**src/sv/sorted_int_set_insert_report_macros.svh**
```systemverilog
// ============================================================================
// Assertion macros for the sorted integer set
// Concurrent checks on clk, disabled while rst_n is low; empty in synthesis.
// ============================================================================
`ifndef SORTED_INT_SET_INSERT_REPORT_MACROS_SVH
`define SORTED_INT_SET_INSERT_REPORT_MACROS_SVH

`ifndef SYNTHESIS

// Same-cycle implication.
`define SISIR_ASSERT_NOW(lbl, ante, cons, msg) \
    lbl: assert property (@(posedge clk) disable iff (!rst_n) (ante) |-> (cons)) \
        else $error(msg);

// Next-cycle implication.
`define SISIR_ASSERT_NXT(lbl, ante, cons, msg) \
    lbl: assert property (@(posedge clk) disable iff (!rst_n) (ante) |=> (cons)) \
        else $error(msg);

`else

`define SISIR_ASSERT_NOW(lbl, ante, cons, msg)
`define SISIR_ASSERT_NXT(lbl, ante, cons, msg)

`endif

`endif

```
**src/sv/sisir_pkg.sv**
```systemverilog
// ============================================================================
// sisir_pkg
// Shared types and codes of the sorted integer set.
// ============================================================================
package sisir_pkg;

    // Default number of cells in the chain.
    localparam int DEF_CAPACITY = 64;

    // Field widths fixed by the interface.
    localparam int VAL_W    = 32;
    localparam int COUNT_W  = 7;
    localparam int STATUS_W = 3;

    // Command codes.
    localparam logic CMD_INSERT = 1'b0;
    localparam logic CMD_REPORT = 1'b1;

    // Result status codes.
    typedef enum logic [STATUS_W-1:0] {
        ST_INSERTED = 3'd0,
        ST_PRESENT  = 3'd1,
        ST_FULL     = 3'd2,
        ST_ELEMENT  = 3'd3,
        ST_EMPTY    = 3'd4
    } status_t;

    // Controller states.
    typedef enum logic [1:0] {
        S_IDLE,
        S_INSERT,
        S_REPORT
    } state_t;

    // Per-cycle commands broadcast to every cell.
    typedef struct packed {
        logic ins_en;
        logic rot_en;
    } cell_ctrl_t;

endpackage

```
**src/sv/sisir_cell.sv**
```systemverilog
// ============================================================================
// sisir_cell
// One slot of the sorted chain: holds a value, compares it with the key and
// takes the key or a neighbour's value on an insert shift or a report rotation.
// ============================================================================
module sisir_cell
    import sisir_pkg::*;
#(
    parameter int INDEX = 0,
    parameter int CNT_W = 7
)
(
    input  logic                    clk,
    input  cell_ctrl_t              ctrl,
    input  logic signed [VAL_W-1:0] key,
    input  logic [CNT_W-1:0]        count,
    input  logic signed [VAL_W-1:0] prev_val,
    input  logic                    prev_gt,
    input  logic signed [VAL_W-1:0] next_val,
    input  logic signed [VAL_W-1:0] head_val,
    output logic signed [VAL_W-1:0] val,
    output logic                    gt,
    output logic                    eq
);

    logic signed [VAL_W-1:0] val_reg;
    logic signed [VAL_W-1:0] val_next;
    logic                    occ;
    logic                    tail;

    // The cell is occupied when its index lies below the count.
    assign occ  = (CNT_W'(INDEX) < count);
    assign tail = (CNT_W'(INDEX + 1) == count);

    // An empty cell counts as greater than any key, so the chain stays ordered.
    assign gt  = !occ || (val_reg > key);
    assign eq  = occ && (val_reg == key);
    assign val = val_reg;

    // Insert shifts the greater part up by one; report rotates towards cell 0.
    always_comb
    begin
        val_next = val_reg;
        if (ctrl.ins_en && gt)
        begin
            val_next = prev_gt ? prev_val : key;
        end
        else if (ctrl.rot_en)
        begin
            val_next = tail ? head_val : next_val;
        end
    end

    always_ff @(posedge clk)
    begin
        val_reg <= val_next;
    end

endmodule

```
**config.mk**
```make
export PLATFORM = sky130hd
export DESIGN_NAME = sisir_cell
export DESIGN_NICKNAME = d
export VERILOG_FILES = /design/src/sv/sorted_int_set_insert_report_macros.svh /design/src/sv/sisir_pkg.sv /design/src/sv/sisir_cell.sv
export SDC_FILE = /design/constraint.sdc
export NUM_CORES = 1
export LEC_CHECK = 0
export CORE_ASPECT_RATIO = 0.75
export CORE_MARGIN = 1
export CORE_UTILIZATION = 55
export DETAILED_ROUTE_END_ITERATION = 6
export DONT_BUFFER_PORTS = 1
export PLACE_DENSITY = 0.7
export SYNTH_ARGS = -nofsm -noshare
export SYNTH_HDL_FRONTEND = slang
export SYNTH_SLANG_ARGS = --single-unit
```
**constraint.sdc**
```tcl
create_clock -name clk -period 6 [get_ports clk]
set_input_delay 0.3 -clock clk [delete_from_list [all_inputs] [get_ports clk]]
set_output_delay 0.3 -clock clk [all_outputs]
set_load 0.1 [all_outputs]
```
==> results.sh <==
export IMPL_synth_flop_cell="edfxtp_1"
export IMPL_hold_path_depth=2
export IMPL_synthTopCellsByArea="mux2i_1 33%, edfxtp_1 33%, ha_1 14%"
export IMPL_grt_setup_unrepaired="false"
export IMPL_fill_cells=413
export IMPL_dp_hpwl_um=4920
export IMPL_cts_buffers=5
export IMPL_ys_ff_latch=32
export IMPL_port_buffers=0
export IMPL_grt_antenna_before_repair=0
export IMPL_die_y_um=64.8
export IMPL_synth_edff_count=32
export IMPL_finClkSkew_ns=0.00474
export IMPL_seqCellArea_um2=961
export IMPL_drtPass1Iterations=4
export IMPL_layout_setup_ws_ns=1.92
export IMPL_yosysUniqueCellTypes=28
export IMPL_final_hold_violation_count=0
export IMPL_hold_class="input pin to flop"
export IMPL_cts_sinks=32
export IMPL_clk_path_buf_depth=2
export IMPL_ctsHoldBuffers=0
export IMPL_crit_type="flop to flop"
export IMPL_layout_nets=438
export IMPL_fin_crit_ns=4.08
export IMPL_tightest_slew_ns=1.10
export IMPL_drive_above_1_share=0.0340
export IMPL_async_flop_share=0
export IMPL_synth_area_um2=2890
export IMPL_worstPathCellList="ha_1 -> and4_1 -> and4_1 -> nand4b_1 -> and3_1 -> a32oi_1 -> nand2_2 -> or2_1 -> buf_4"
export IMPL_syn_avg_cell_area_um2=10.8
export IMPL_r2r_cells=9
export IMPL_num_rows=22
export IMPL_syn_to_final_growth_pct=4.07
export IMPL_ant_nets=0
export IMPL_cp_start_kind="flop"
export IMPL_core_area_um2=4980
export IMPL_fin_setup_tns_ns=0
export IMPL_cap_viol_max_count=0
export IMPL_status="complete, no violations"
export IMPL_ys_warn_count=0
export IMPL_drtIter0Drc=46
export IMPL_grt_overflow_total=0
export IMPL_maxSlewViolCount=0
export IMPL_track_usage=0.226
export IMPL_post_place_ws_ns=1.90
export IMPL_crit_top_cell="and4_1"
export IMPL_power_leakage_nw=1.55
export IMPL_gp_congestion=0.762
export IMPL_cp_max_fo=33
export IMPL_ioPinCount=173
export IMPL_final_cell_mix="96 x mux2i_1, 34 x inv_1, 32 x ha_1, 32 x edfxtp_1, 15 x a21oi_1"
export IMPL_synth_top_area_frac=0.333
export IMPL_drt_vias_per_instance=6.03
export IMPL_crit_required_ns=5.98
export IMPL_setup_violations=0
export IMPL_cts_resized=0
export IMPL_slowest_delay_ns=0.78
export IMPL_powerDensity_nw_per_um2=374
export IMPL_final_common_cell="mux2i_1"
export IMPL_grt_pass1_wl_um=9430
export IMPL_die_area_um2=5550
export IMPL_post_cts_setup_buffers=0
export IMPL_syn_inst=268
export IMPL_grt_max_degree=34
export IMPL_synth_seq_area_share=0.333
export IMPL_timing_fmax_ghz=0.245
export IMPL_clk_root_buffer_cell="clkbuf_8"
export IMPL_timing_hold_ws_ns=0.302
export IMPL_die_x_um=85.7
export IMPL_ir_drop_v=0.000220
export IMPL_relSlewSlack=0.267
export IMPL_worstPathArrival_ns=4.06
export IMPL_num_antenna_cells=0
export IMPL_path_clk_slew_ns=0.06
export IMPL_wl_per_cell_um=18.3
export IMPL_grt_pass1_vias=2018
export IMPL_fin_crit_sh=0.680
export IMPL_cts_tree="done"
export IMPL_start_util=0.580
export IMPL_yosysTopAreaCell="mux2i_1"
export IMPL_slowest_stage="edfxtp_1"
export IMPL_wl_um=6160
export IMPL_multi_input_area_um2=1740
export IMPL_clk_latency_ns=0.27
export IMPL_vias=2032
export IMPL_syn_num_nets=439
export IMPL_cp_end_kind="flop"
export IMPL_route_detailed_drc=0
export IMPL_largest_reg_flops=32
export IMPL_h_tree_depth=2
==> synth_stat cells, drive strengths merged (2+ instances only) <==
master,number
nand4b,2
o211ai,2
nor2b,2
and3,2
a21oi,15
nand2,9
and4,5
nand4,5
clkbuf,7
ha,32
nor2,3
mux2i,96
a221oi,2
o21ai,6
nand3,3
edfxtp,32
inv,34
buf,3
==> through the flow <==
step / instance area, um2 / utilization / instances / power (mW)
after detailed placement: 2940 / 0.589 / 332 / 0.991
after floorplan: 2890 / - / 268 / 0.933
after CTS: 3010 / 0.603 / 337 / 1.14
final: 3010 / 0.603 / 337 / 1.12
after global placement: 2940 / 0.589 / 332 / 0.980
after global routing: 3010 / 0.603 / 337 / 1.19
==> metal layers <==
layer  GRT usage  part of all wire  vias up
met2       0.396              0.48      101
met1       0.253              0.42      930
met3      0.0892             0.094        9
met5           0                 0        -
met4      0.0708             0.012        0
li1            -                 -      992
==> power by group <==
group | switching, mW | internal (mW) | total [mW]
clock | 0.0682 | 0.0745 | 0.143
sequential | 0.380 | 0.318 | 0.698
combinational | 0.166 | 0.118 | 0.284
==> area by class of cell <==
cell class                      count  share of cell area
Clock buffer                        5              0.0229
Inverter                           34              0.0425
Multi-Input combinational cell    192               0.580
Sequential cell                    32               0.320
Tap cell                           72              0.0300
Timing Repair Buffer                2             0.00500
==> cell families (layout without fill, tap and decap cells) <==
kind of cell,Yosys count,count (layout),synth area share
AND/OR/NAND/NOR,34,34,0.0685
adder cells (fa/ha/maj),32,32,0.139
flip-flops,32,32,0.333
buffers and inverters,44,41,0.0650
multiplexers,96,96,0.333
XOR/XNOR,1,1,0.00303
AO/OA/AOI/OAI,29,29,0.0594
==> worst paths after layout <==
check,end,from,slack (ns)
setup / recovery,val[1],val[31],1.92
hold / removal,val[13],head_val[13],0.30
setup reg to reg,val[1],val[31],1.92
hold reg to reg,val[13],val[31],2.58
==> worst max-delay path: cells and delay by family (launching register included) <==
| kind | cells | cell delay [ns] |
|---|---|---|
| and+or+nand+nor | 6 | 1.91 |
| DFF | 1 | 0.78 |
| adders and majority gates | 1 | 0.56 |
| buffers and inverters | 1 | 0.28 |
| AOI/OAI and AO/OA | 1 | 0.25 |
Note: power is estimated with default switching activity, not from simulation.
